File: config.mk
export PLATFORM = sky130hd
export DESIGN_NAME = free_list_block_allocator
export DESIGN_NICKNAME = d
export VERILOG_FILES = /design/src/hw/rtl/flba_pkg.sv /design/src/hw/rtl/free_list_block_allocator.sv
export SDC_FILE = /design/constraint.sdc
export NUM_CORES = 2
export LEC_CHECK = 0
export BUFFER_PORTS_ARGS = -buffer_cell sky130_fd_sc_hd__buf_4
export CAP_MARGIN = 10
export CORE_ASPECT_RATIO = 0.7
export CORE_MARGIN = 5
export CORE_UTILIZATION = 50
export DETAILED_ROUTE_END_ITERATION = 10
export PLACE_DENSITY_LB_ADDON = 0.05
export SLEW_MARGIN = 40
export SYNTH_ARGS = -nofsm -noshare
export SYNTH_HDL_FRONTEND = slang
export SYNTH_SLANG_ARGS = --single-unit
File: constraint.sdc
create_clock -name i_clk -period 7.4 [get_ports i_clk]
set_clock_uncertainty 0.15 [all_clocks]
set_input_delay 0 -clock i_clk [delete_from_list [all_inputs] [get_ports i_clk]]
set_output_delay 0 -clock i_clk [all_outputs]
set_load 0.01 [all_outputs]
File: src/hw/rtl/flba_pkg.sv
// Package for the free-list block allocator: payload structs, codes and constants.
// No dependencies; used by free_list_block_allocator and flba_checker.
`timescale 1ns / 1ps
`default_nettype none

package flba_pkg;

    localparam int MAX_BLOCKS_DEF = 64;
    localparam int HEADER_BYTES   = 24;
    localparam int WORD_BYTES     = 8;

    localparam int REQ_W     = 20;
    localparam int HANDLE_W  = 6;
    localparam int SIZE_W    = 21;
    localparam int ADDR_W    = 32;
    localparam int TOP_W     = ADDR_W + 1;
    localparam int MODE_W    = 2;
    localparam int CFG_IDX_W = 2;

    // search modes; the unused code searches from entry zero like the lowest-index mode
    localparam logic [MODE_W-1:0] MODE_LOW_FIRST = 2'd0;
    localparam logic [MODE_W-1:0] MODE_ROVING    = 2'd1;
    localparam logic [MODE_W-1:0] MODE_TIGHTEST  = 2'd2;

    // configuration register indexes
    localparam logic [CFG_IDX_W-1:0] CFG_SEARCH_MODE = 2'd0;
    localparam logic [CFG_IDX_W-1:0] CFG_HEAP_BASE   = 2'd1;
    localparam logic [CFG_IDX_W-1:0] CFG_HEAP_LIMIT  = 2'd2;

    localparam logic [MODE_W-1:0] MODE_RST       = MODE_ROVING;
    localparam logic [ADDR_W-1:0] HEAP_BASE_RST  = 32'h0000_0000;
    localparam logic [ADDR_W-1:0] HEAP_LIMIT_RST = 32'hFFFF_FFFF;

    localparam logic ACT_ALLOC = 1'b0;
    localparam logic ACT_FREE  = 1'b1;

    typedef enum logic [1:0] {
        ST_OK,
        ST_BAD_SIZE,
        ST_NO_MEM,
        ST_BAD_HANDLE
    } t_status;

    typedef enum logic [2:0] {
        S_IDLE,
        S_SCAN,
        S_FREE,
        S_HIT,
        S_APPEND,
        S_EMIT
    } t_state;

    typedef struct packed {
        logic              action;
        logic [REQ_W-1:0]  request_size;
        logic [HANDLE_W-1:0] block_handle;
    } t_alloc_req;

    typedef struct packed {
        t_status             status;
        logic [HANDLE_W-1:0] granted_handle;
        logic [ADDR_W-1:0]   data_address;
        logic [SIZE_W-1:0]   granted_size;
        logic                was_reused;
    } t_alloc_rsp;

    // round a byte count up to a whole number of words
    function automatic logic [SIZE_W-1:0] round_up(input logic [REQ_W-1:0] req);
        logic [SIZE_W-1:0] sum;
        sum = {1'b0, req} + SIZE_W'(WORD_BYTES - 1);
        return SIZE_W'((sum / WORD_BYTES) * WORD_BYTES);
    endfunction

endpackage

`default_nettype wire

File: src/hw/rtl/free_list_block_allocator.sv
// Free-list block allocator top level: sequencer, block table memory, result register.
// Depends on flba_pkg.
//
//   channel | handshake                  | payload
//   --------+----------------------------+--------------------------
//   in      | i_in_valid / o_in_stall    | i_in_data  (t_alloc_req)
//   out     | o_out_valid / i_out_stall  | o_out_data (t_alloc_rsp)
//   cfg     | i_cfg_we                   | i_cfg_index, i_cfg_wdata
//
// Allocate searches the block table with one read per cycle; an empty table skips the search,
// and a hit outside the tightest mode ends it early.
// Reset is synchronous; the table needs no clearing pass, only entries below the count are read.
// A new transaction is taken while a result waits in the output register; its own result
// then holds in the emit step until the output register frees.
`timescale 1ns / 1ps
`default_nettype none

module free_list_block_allocator #(
    parameter int MAX_BLOCKS = flba_pkg::MAX_BLOCKS_DEF
) (
    input  wire logic                             i_clk,
    input  wire logic                             i_rst_n,
    input  wire logic                             i_in_valid,
    output logic                                  o_in_stall,
    input  wire flba_pkg::t_alloc_req             i_in_data,
    output logic                                  o_out_valid,
    input  wire logic                             i_out_stall,
    output flba_pkg::t_alloc_rsp                  o_out_data,
    input  wire logic                             i_cfg_we,
    input  wire logic [flba_pkg::CFG_IDX_W-1:0]   i_cfg_index,
    input  wire logic [flba_pkg::ADDR_W-1:0]      i_cfg_wdata
);

    localparam int IW = $clog2(MAX_BLOCKS);
    localparam int CW = $clog2(MAX_BLOCKS + 1);

    typedef struct packed {
        logic                          used;
        logic [flba_pkg::SIZE_W-1:0]   bytes;
        logic [flba_pkg::ADDR_W-1:0]   base;
    } t_entry;

    flba_pkg::t_state                r_state, n_state;
    logic [flba_pkg::MODE_W-1:0]     r_mode, n_mode;
    logic [flba_pkg::ADDR_W-1:0]     r_heap_limit, n_heap_limit;
    logic [flba_pkg::TOP_W-1:0]      r_heap_top, n_heap_top;
    logic [CW-1:0]                   r_count, n_count;
    logic [IW-1:0]                   r_rover, n_rover;
    logic [flba_pkg::SIZE_W-1:0]     r_need, n_need;
    logic [IW-1:0]                   r_idx, n_idx;
    logic [CW-1:0]                   r_left, n_left;
    logic                            r_chk_vld, n_chk_vld;
    logic [IW-1:0]                   r_chk_idx, n_chk_idx;
    logic                            r_found, n_found;
    logic [IW-1:0]                   r_best_idx, n_best_idx;
    t_entry                          r_best, n_best;
    flba_pkg::t_alloc_rsp            r_res, n_res;
    flba_pkg::t_alloc_rsp            r_out, n_out;
    logic                            r_out_vld, n_out_vld;

    t_entry                          r_mem [MAX_BLOCKS];
    t_entry                          r_rd;
    logic                            mem_we;
    logic [IW-1:0]                   mem_waddr;
    t_entry                          mem_wdata;
    logic                            mem_re;
    logic [IW-1:0]                   mem_raddr;

    logic                            fit;
    logic                            better;
    logic                            out_free;
    logic [flba_pkg::TOP_W-1:0]      end_sum;

    function automatic flba_pkg::t_alloc_rsp err_rsp(input flba_pkg::t_status st);
        flba_pkg::t_alloc_rsp rsp;
        rsp        = '0;
        rsp.status = st;
        return rsp;
    endfunction

    // shared compare unit: entry under check against the request and the best so far
    assign fit      = r_chk_vld && !r_rd.used && (r_rd.bytes >= r_need);
    assign better   = !r_found || (r_rd.bytes < r_best.bytes);
    assign out_free = !r_out_vld || !i_out_stall;
    assign end_sum  = r_heap_top + flba_pkg::TOP_W'(flba_pkg::HEADER_BYTES)
                      + flba_pkg::TOP_W'(r_need);

    assign o_in_stall  = (r_state != flba_pkg::S_IDLE);
    assign o_out_valid = r_out_vld;
    assign o_out_data  = r_out;

    always_comb begin
        n_state      = r_state;
        n_mode       = r_mode;
        n_heap_limit = r_heap_limit;
        n_heap_top   = r_heap_top;
        n_count      = r_count;
        n_rover      = r_rover;
        n_need       = r_need;
        n_idx        = r_idx;
        n_left       = r_left;
        n_chk_vld    = r_chk_vld;
        n_chk_idx    = r_chk_idx;
        n_found      = r_found;
        n_best_idx   = r_best_idx;
        n_best       = r_best;
        n_res        = r_res;
        n_out        = r_out;
        n_out_vld    = r_out_vld;
        mem_we       = 1'b0;
        mem_waddr    = r_best_idx;
        mem_wdata    = r_best;
        mem_re       = 1'b0;
        mem_raddr    = r_idx;

        if (r_out_vld && !i_out_stall) begin
            n_out_vld = 1'b0;
        end

        if (i_cfg_we) begin
            unique case (i_cfg_index)
                flba_pkg::CFG_SEARCH_MODE: n_mode = i_cfg_wdata[flba_pkg::MODE_W-1:0];
                flba_pkg::CFG_HEAP_BASE: begin
                    // heap top follows the base only while the table is empty
                    if (r_count == '0) begin
                        n_heap_top = {1'b0, i_cfg_wdata};
                    end
                end
                flba_pkg::CFG_HEAP_LIMIT: n_heap_limit = i_cfg_wdata;
                default: ;
            endcase
        end

        unique case (r_state)
            flba_pkg::S_IDLE: begin
                if (i_in_valid) begin
                    if (i_in_data.action == flba_pkg::ACT_FREE) begin
                        if (32'(i_in_data.block_handle) >= 32'(r_count)) begin
                            n_res   = err_rsp(flba_pkg::ST_BAD_HANDLE);
                            n_state = flba_pkg::S_EMIT;
                        end else begin
                            mem_re     = 1'b1;
                            mem_raddr  = IW'(i_in_data.block_handle);
                            n_best_idx = IW'(i_in_data.block_handle);
                            n_state    = flba_pkg::S_FREE;
                        end
                    end else if (i_in_data.request_size == '0) begin
                        n_res   = err_rsp(flba_pkg::ST_BAD_SIZE);
                        n_state = flba_pkg::S_EMIT;
                    end else begin
                        n_need    = flba_pkg::round_up(i_in_data.request_size);
                        n_found   = 1'b0;
                        n_chk_vld = 1'b0;
                        n_left    = r_count;
                        // roving search starts at the rover, falling back to entry zero
                        if (r_mode == flba_pkg::MODE_ROVING && 32'(r_rover) < 32'(r_count)) begin
                            n_idx = r_rover;
                        end else begin
                            n_idx = '0;
                        end
                        n_state = (r_count == '0) ? flba_pkg::S_APPEND : flba_pkg::S_SCAN;
                    end
                end
            end

            flba_pkg::S_SCAN: begin
                // issue one table read per cycle, wrapping at the block count
                if (r_left != '0) begin
                    mem_re    = 1'b1;
                    mem_raddr = r_idx;
                    n_chk_idx = r_idx;
                    n_chk_vld = 1'b1;
                    n_left    = r_left - 1'b1;
                    if (32'(r_idx) + 32'd1 >= 32'(r_count)) begin
                        n_idx = '0;
                    end else begin
                        n_idx = r_idx + 1'b1;
                    end
                end else begin
                    n_chk_vld = 1'b0;
                end

                if (fit && (r_mode != flba_pkg::MODE_TIGHTEST || better)) begin
                    n_found    = 1'b1;
                    n_best_idx = r_chk_idx;
                    n_best     = r_rd;
                end

                if (fit && r_mode != flba_pkg::MODE_TIGHTEST) begin
                    n_state = flba_pkg::S_HIT;
                end else if (r_left == '0 && !r_chk_vld) begin
                    n_state = r_found ? flba_pkg::S_HIT : flba_pkg::S_APPEND;
                end
            end

            flba_pkg::S_HIT: begin
                mem_we         = 1'b1;
                mem_waddr      = r_best_idx;
                mem_wdata      = r_best;
                mem_wdata.used = 1'b1;
                if (r_mode == flba_pkg::MODE_ROVING) begin
                    n_rover = r_best_idx;
                end
                n_res.status         = flba_pkg::ST_OK;
                n_res.granted_handle = flba_pkg::HANDLE_W'(r_best_idx);
                n_res.data_address   = r_best.base + flba_pkg::ADDR_W'(flba_pkg::HEADER_BYTES);
                n_res.granted_size   = r_best.bytes;
                n_res.was_reused     = 1'b1;
                n_state              = flba_pkg::S_EMIT;
            end

            flba_pkg::S_FREE: begin
                mem_we               = 1'b1;
                mem_waddr            = r_best_idx;
                mem_wdata            = r_rd;
                mem_wdata.used       = 1'b0;
                n_res.status         = flba_pkg::ST_OK;
                n_res.granted_handle = flba_pkg::HANDLE_W'(r_best_idx);
                n_res.data_address   = r_rd.base + flba_pkg::ADDR_W'(flba_pkg::HEADER_BYTES);
                n_res.granted_size   = r_rd.bytes;
                n_res.was_reused     = 1'b0;
                n_state              = flba_pkg::S_EMIT;
            end

            flba_pkg::S_APPEND: begin
                if (32'(r_count) >= 32'(MAX_BLOCKS)
                    || end_sum > {1'b0, r_heap_limit}) begin
                    n_res = err_rsp(flba_pkg::ST_NO_MEM);
                end else begin
                    mem_we               = 1'b1;
                    mem_waddr            = r_count[IW-1:0];
                    mem_wdata.used       = 1'b1;
                    mem_wdata.bytes      = r_need;
                    mem_wdata.base       = r_heap_top[flba_pkg::ADDR_W-1:0];
                    n_count              = r_count + 1'b1;
                    n_heap_top           = end_sum;
                    n_res.status         = flba_pkg::ST_OK;
                    n_res.granted_handle = flba_pkg::HANDLE_W'(r_count);
                    n_res.data_address   = r_heap_top[flba_pkg::ADDR_W-1:0]
                                           + flba_pkg::ADDR_W'(flba_pkg::HEADER_BYTES);
                    n_res.granted_size   = r_need;
                    n_res.was_reused     = 1'b0;
                end
                n_state = flba_pkg::S_EMIT;
            end

            flba_pkg::S_EMIT: begin
                // hold until the output register is free
                if (out_free) begin
                    n_out     = r_res;
                    n_out_vld = 1'b1;
                    n_state   = flba_pkg::S_IDLE;
                end
            end

            default: n_state = flba_pkg::S_IDLE;
        endcase
    end

    always_ff @(posedge i_clk) begin
        if (!i_rst_n) begin
            r_state      <= flba_pkg::S_IDLE;
            r_mode       <= flba_pkg::MODE_RST;
            r_heap_limit <= flba_pkg::HEAP_LIMIT_RST;
            r_heap_top   <= {1'b0, flba_pkg::HEAP_BASE_RST};
            r_count      <= '0;
            r_rover      <= '0;
            r_chk_vld    <= 1'b0;
            r_out_vld    <= 1'b0;
        end else begin
            r_state      <= n_state;
            r_mode       <= n_mode;
            r_heap_limit <= n_heap_limit;
            r_heap_top   <= n_heap_top;
            r_count      <= n_count;
            r_rover      <= n_rover;
            r_chk_vld    <= n_chk_vld;
            r_out_vld    <= n_out_vld;
        end
    end

    always_ff @(posedge i_clk) begin
        r_need     <= n_need;
        r_idx      <= n_idx;
        r_left     <= n_left;
        r_chk_idx  <= n_chk_idx;
        r_found    <= n_found;
        r_best_idx <= n_best_idx;
        r_best     <= n_best;
        r_res      <= n_res;
        r_out      <= n_out;
    end

    // block table: one write port, one registered read port
    always_ff @(posedge i_clk) begin
        if (mem_we) begin
            r_mem[mem_waddr] <= mem_wdata;
        end
        if (mem_re) begin
            r_rd <= r_mem[mem_raddr];
        end
    end

endmodule

`default_nettype wire

## Yosys cells after proc, flatten, opt, wreduce, memory -nomap -nowiden

Memory sizes are Yosys's and may differ from the RTL's. A register that Yosys moved wholly into a read port is not among the register bits.
Cells that the tools add are included.

| storage, ports and cells | value |
|---|---|
| register bits after elaboration | 307 |
| bits in writable memories | 3456 |
| bits of input ports | 66 |
| output and inout port bits | 64 |
| word-level logic and storage cells | 173 |
| memories kept | 1 |

| operators by class | value |
|---|---|
| add/subtract/negate cells | 10 |
| order comparisons | 7 |
| eq/ne operators | 20 |
| muxes and demuxes | 64 |
| bitwise gates (word level) | 3 |
| reduce and logical (&&, ||, !) cells | 41 |

Memories:

| memory | depth | bits a word | read ports | clocked after Yosys merged registers in | wr ports | RTL line | text |
|---|---|---|---|---|---|---|---|
| r_mem | 64 | 54 | 1 | 1 | 1 | free_list_block_allocator.sv:61 | `t_entry r_mem [MAX_BLOCKS];` |

Operator list:

| cell | number |
|---|---|
| 62-bit 2-to-1 mux | 5 |
| 62-bit case mux with 4 select lines | 1 |
| 33-bit 2-to-1 mux | 5 |
| 54-bit case mux with 3 select lines | 1 |
| 32-bit by 5-bit adder with 32-bit output, second input constant | 3 |
| 6-bit 2-to-1 mux | 16 |
| 54-bit 2-to-1 mux | 1 |
| 33-bit by 21-bit adder with 33-bit output | 1 |
| 33-bit by 5-bit adder with 33-bit output, second input constant | 1 |
| 33-bit by 32-bit greater-than comparator with 1-bit output | 1 |
| 7-bit 2-to-1 mux | 4 |
| 3-bit 2-to-1 mux | 9 |
| 6-bit case mux with 2 select lines | 2 |
| 20-bit by 3-bit adder with 21-bit output, second input constant | 1 |
| 21-bit greater-or-equal comparator | 1 |
| 21-bit less-than comparator | 1 |
| 20-bit logical NOT | 1 |
| 2-bit != test, second input constant | 9 |
| 5-bit AND reduction | 3 |
| 7-bit logical NOT | 2 |
| 1-bit 2-to-1 mux | 14 |
| 7-bit case mux with 2 select lines | 1 |
| 2-bit AND reduction | 7 |
| 3-bit case mux with 4 select lines | 1 |
| 29 further kinds | 54 |

## Longest topological paths before layout

| depth | value |
|---|---|
| depth in word-level cells | 8 |
| depth in mapped cells | 26 |
| depth with buffers taken out | 24 |

## Worst setup path after synthesis

Ideal clock, no wire load.

| path | value |
|---|---|
| path type | register to register |
| start point | register r_heap_top[4] in the netlist's numbering |
| end point | memory r_mem[56][0] in the netlist's numbering, enable pin |
| setup time | 0.466 ns |
| arrival | 7.157 ns |
| required time | 6.784 ns |
| path slack | -0.372 ns |
| cell stages (with the launch flop) | 25 |
| buffers on the path | 3 |
| clock period less this slack | 7.772 ns |
| cells stage by stage | dfxtp_1 > inv_1 > ha_1 > inv_1 > ha_1 > inv_1 > fa_1 > nand2b_1 > a21oi_1 > o31a_1 > a21o_1 > o21ai_1 > nor2_1 > nand2_1 > xnor2_1 > ha_1 > a2111oi_0 > o211ai_1 > o21ai_0 > nor3b_1 > buf_2 > buf_2 > buf_2 > a21oi_1 > nor2_1 |

| between the ends | value |
|---|---|
| word-level cells in the longest chain between the ends | 8 |

Ends and longest elaborated chain:

| what | RTL line | text |
|---|---|---|
| from (decl) | free_list_block_allocator.sv:46 | `logic [flba_pkg::TOP_W-1:0] r_heap_top, n_heap_top;` |
| from (signal assigned) | free_list_block_allocator.sv:265 | `r_heap_top <= {1'b0, flba_pkg::HEAP_BASE_RST};` |
| from (signal assigned) | free_list_block_allocator.sv:274 | `r_heap_top <= n_heap_top;` |
| 33-bit by 5-bit adder with 33-bit output (*) | free_list_block_allocator.sv:85 | `assign end_sum = r_heap_top + flba_pkg::TOP_W'(flba_pkg::HEADER_BYTES)` |
| 33-bit by 21-bit adder with 33-bit output (*) | free_list_block_allocator.sv:86 | `+ flba_pkg::TOP_W'(r_need);` |
| 33-bit by 32-bit greater-than comparator with 1-bit output (*) | free_list_block_allocator.sv:227 | `\|\| end_sum > {1'b0, r_heap_limit}) begin` |
| 1-bit logical OR (*) | free_list_block_allocator.sv:227 |  |
| 1-bit 2-to-1 mux | free_list_block_allocator.sv:226 | `if (32'(r_count) >= 32'(MAX_BLOCKS)` |
| 1-bit case mux with 2 select lines | free_list_block_allocator.sv:134 | `unique case (r_state)` |
| 1-bit 2-to-1 mux | free_list_block_allocator.sv:296 | `if (mem_we) begin` |
| 1-bit 2-to-1 mux (implied by the code) | free_list_block_allocator.sv:297 | `r_mem[mem_waddr] <= mem_wdata;` |
| to (decl) | free_list_block_allocator.sv:61 |  |

Mark *: on every way between the ends. The rest lies on a longest branch, timed or not.

## Final worst setup path

| path | value |
|---|---|
| start point | register r_need[9] in the netlist's numbering |
| end point | memory r_mem[33][44] in the netlist's numbering, enable pin |

| between the ends | value |
|---|---|
| word-level cells in the longest chain between the ends | 7 |

Ends and longest elaborated chain:

| what | RTL line | text |
|---|---|---|
| from (decl) | free_list_block_allocator.sv:49 | `logic [flba_pkg::SIZE_W-1:0] r_need, n_need;` |
| from (signal assigned) | free_list_block_allocator.sv:283 | `r_need <= n_need;` |
| 33-bit by 21-bit adder with 33-bit output (*) | free_list_block_allocator.sv:86 |  |
| 33-bit by 32-bit greater-than comparator with 1-bit output (*) | free_list_block_allocator.sv:227 |  |
| 1-bit logical OR (*) | free_list_block_allocator.sv:227 |  |
| 1-bit 2-to-1 mux | free_list_block_allocator.sv:226 |  |
| 1-bit case mux with 2 select lines | free_list_block_allocator.sv:134 |  |
| 1-bit 2-to-1 mux | free_list_block_allocator.sv:296 |  |
| 1-bit 2-to-1 mux (implied by the code) | free_list_block_allocator.sv:297 |  |

Marks and branches as above.

==> flow_summary.yaml <==
sta:
  tightest_slew_ps: 994
  rsz0062_at_grt: "false"
  period_minus_slack_ps: 7110
  maxSlewHeadroom: 0.331
  hold_viol_final: 0
  drv_slew: 0
  setup_violations: 0
  clock.fmax_mhz: 141
  finalCritPeriodShare: 0.961
power:
  vdd_drop_max_mv: 0.277
  p_sw_frac: 0.382
  intPower_mw: 45.7
  pwr-share-clk: 0.251
  net-switching-power_mw: 28.3
  share_comb_of_total_power: 0.374
  p_per_area_nw_per_um2: 402
  power.static_leakage_nw: 64.6
  seqPwrFrac: 0.375
  p_total_mw: 74.0
global_routing:
  grt_overflow: 0
  grt_max_degree: 113
  antenna_found_initial: 41
  gr-usage-all-layers: 0.360
  grt_first_pass_wirelength_um: 795000
  grt_pass1_vias: 94925
worst_setup_path:
  reg2regPathDepth: 23
  cp_max_fo: 20
  cp.arrival_ps: 7560
  reg2reg_slack_ps: 290
  slowest_delay_ps: 540
  reg2reg_to: "r_mem[33][44]"
  path_cells: "ha_1 -> ha_1 -> a2111oi_0 -> o21ai_0 -> a22oi_1 -> a31oi_1 -> o311a_1 -> and3_1 -> xor2_1 -> ha_1 -> nand4_1 -> nor4_1 -> a21boi_0 -> o21ai_2 -> buf_4 -> nor3b_2 -> buf_4 -> buf_4 -> nor3_1 -> a31oi_2 -> buf_12 -> nor2_4 -> buf_12"
  crit_buf_inv: 5
  required_ps: 7850
  cp-end-kind: "flip-flop"
  path_delay_family: "compound AO/OA/AOI/OAI gates"
  r2r_start: "r_need[9]"
  worst_setup_path_start_kind: "flip-flop"
  crit_type: "flip-flop to flip-flop"
  cp_slowest_cell: "a2111oi_0"
die:
  rows: 169
  fp.dieH_um: 472
  ioPinCount: 130
  core_area_um2: 304000
  dieWidth_um: 671
  die_area_um2: 317000
  initial_core_util: 0.503
synthesis:
  yosys.area.top_type: "edfxtp_1"
  syn_avg_cell_area_um2: 14.9
  ys_ff_latch: 3817
  yosysMostFrequentCell: "edfxtp_1"
  synth_edf_count: 3732
  synth_commonest_cells: "edfxtp_1 (3732), nand2_1 (1798), a21oi_1 (893)"
  yosysSeqAreaShare: 0.745
  synth_top_area_frac: 0.734
  synth_cells: 10243
  synth_flop_cell: "edfxtp_1"
  ys_warn_count: 0
  ys_types: 82
  synth_area_leaders: "edfxtp_1 (73%), mux2i_1 (5.7%), nand2_1 (4.4%)"
  synth_nets: 10441
  ys_async_sr_fraction: 0
  synth_area_um2: 153000
job:
  drv_cap: 0
min_path:
  min_from: "i_rst_n"
  min_path_cells: 3
  worstHoldPathType: "primary input to flip-flop"
  hold_end: "r_count[6]"
clock_tree:
  clk_pin_slew_ps: 70
  clk_latency_ps: 930
  cts_root_buf: "clkbuf_16"
  ctsHtreeMaxLevel: 5
  clock-sinks: 3817
  cts_inserted_buffers: 367
  cts_tree: "done"
  cts_buffer_depth: 4
placement:
  dp_hpwl_um: 382000
  placed_area_um2: 170000
  dp_cells: 14811
  gp_congestion: 0.942
  portBuffers: 129
detailed_routing:
  firstDrtPassIters: 9
  via_per_inst: 6.55
  drc: 0
  drt_wl_total_um: 585000
  dr.first_iter.drc_count: 17418
  drt-wirelength-per-cell_um: 37.3
  routed-via-count: 102778
  antenna_left: 0
layout:
  finalInstanceArea_um2: 184000
  syn_to_final_growth_pct: 20.4
  fin_nets: 11574
  instances_no_fill: 15702
  drive_gt1_frac: 0.168
status:
  outcome: "complete, no violations"
[layout make-up]
| cell class | instances | area [µm²] |
|---|---|---|
| multi-input combinational | 5646 | 36900 |
| tap | 4018 | 5030 |
| antenna | 15 | 37.5 |
| sequential | 3817 | 114000 |
| inverter | 164 | 616 |
| fill | 22847 | 120000 |
| clock inverter | 208 | 1770 |
| timing repair buffer | 1380 | 16000 |
| clock buffer | 454 | 9750 |
[cells in the final DEF, fill, tap and decap left out, types with 33 or more instances in the layout]
master,count
a21oi_1,889
a222oi_1,44
and3_1,39
buf_12,400
buf_4,755
clkbuf_1,74
clkbuf_16,377
clkinv_1,84
clkinv_2,67
dfxtp_1,85
dlygate4sd3_1,212
edfxtp_1,3732
ha_1,131
inv_1,159
mux2_2,46
mux2i_1,865
mux4_2,33
nand2_1,1790
nand3_1,62
nand4_1,45
nor2_1,88
nor2_4,65
nor3_1,97
nor4_1,212
o211ai_1,40
o21ai_0,63
o221ai_1,93
o22ai_1,405
o311ai_0,40
or4_1,61
xnor2_1,62
xor2_1,50
[through the flow]
step                hold slack [ps]  worst slack (ps)   util   TNS, ps
floorplan                     -21.6              -372      -  -1266810
global placement               84.7             -18.0  0.559      -563
detailed placement             93.6               190  0.560         0
CTS                            5.11               147  0.605         0
global route                   60.4              22.5  0.605         0
finish                         37.0               288  0.606         0
[logic make-up (layout without fill, tap and decap cells)]
family / Yosys count / after routing / share of synthesized area
flip-flops: 3817 / 3817 / 0.745
AND/OR/NAND/NOR: 2590 / 2590 / 0.0738
AO/OA/AOI/OAI: 1856 / 1856 / 0.0754
multiplexers: 956 / 956 / 0.0658
buffers and inverters: 780 / 2206 / 0.0230
adder cells (fa/ha/maj): 132 / 132 / 0.0109
XOR/XNOR: 112 / 112 / 0.00642
other: 0 / 15 / 0
[sequential cells by signal, indices dropped and copies added (netlist names), 2 cells and up]
name and cells:
r_need 18, r_count 7, r_idx 6, r_state 3, r_res 62, r_heap_top 33
r_heap_limit 32, r_mode 2, r_rover 6, r_rd 54, r_chk_idx 6, o_out_data 62
r_best_idx 6, r_best 54, r_left 7, r_mem 3456
[worst max-delay path by stage]
stage | from | endpoint | slack (ps) | depth (start not counted)
detailed placement | r_need[4] | r_mem[61][23] | 190 | 28
global placement | r_need[9] | r_mem[33][0] | -20 | 23
finish | r_need[9] | r_mem[33][44] | 290 | 23
floorplan | r_heap_top[4] | r_mem[56][0] | -370 | 24
CTS | r_need[4] | r_mem[55][23] | 150 | 28
global route | r_need[4] | r_mem[12][23] | 20 | 28
[worst reg2reg max path, stage by stage, from the launching register on]
cell and delay, ps:
edfxtp_1 480, ha_1 240, ha_1 360, a2111oi_0 540, o21ai_0 320, a22oi_1 370
a31oi_1 270, o311a_1 410, and3_1 200, xor2_1 160, ha_1 330, nand4_1 140
nor4_1 390, a21boi_0 270, o21ai_2 140, buf_4 170, nor3b_2 180, buf_4 200
buf_4 180, nor3_1 250, a31oi_2 100, buf_12 200, nor2_4 500, buf_12 290
[layer usage]
metal | GRT usage | wire length (µm)
met3 | 0.137 | 93200
met4 | 0.0956 | 18100
met5 | 0.00313 | 218
met2 | 0.488 | 237000
met1 | 0.543 | 237000
[power by group through the flow]
stage,clock network [mW],logic [mW],registers (mW)
after floorplan,0,11.3,28.2
after global placement,0,25.9,28.2
after detailed placement,0,26.3,28.2
after CTS,18.7,26.5,27.7
after global routing,19.6,28.1,27.8
final,18.6,27.7,27.7
[timing repair]
item                                   in CTS  in global routing
endpoints found under the hold margin     257                  0
hold buffers                              212                  0
setup buffers                               0                  0
gates resized for setup                     0                  2
setup endpoints to repair                   0               2624
Power figures use the tool's default switching activity.
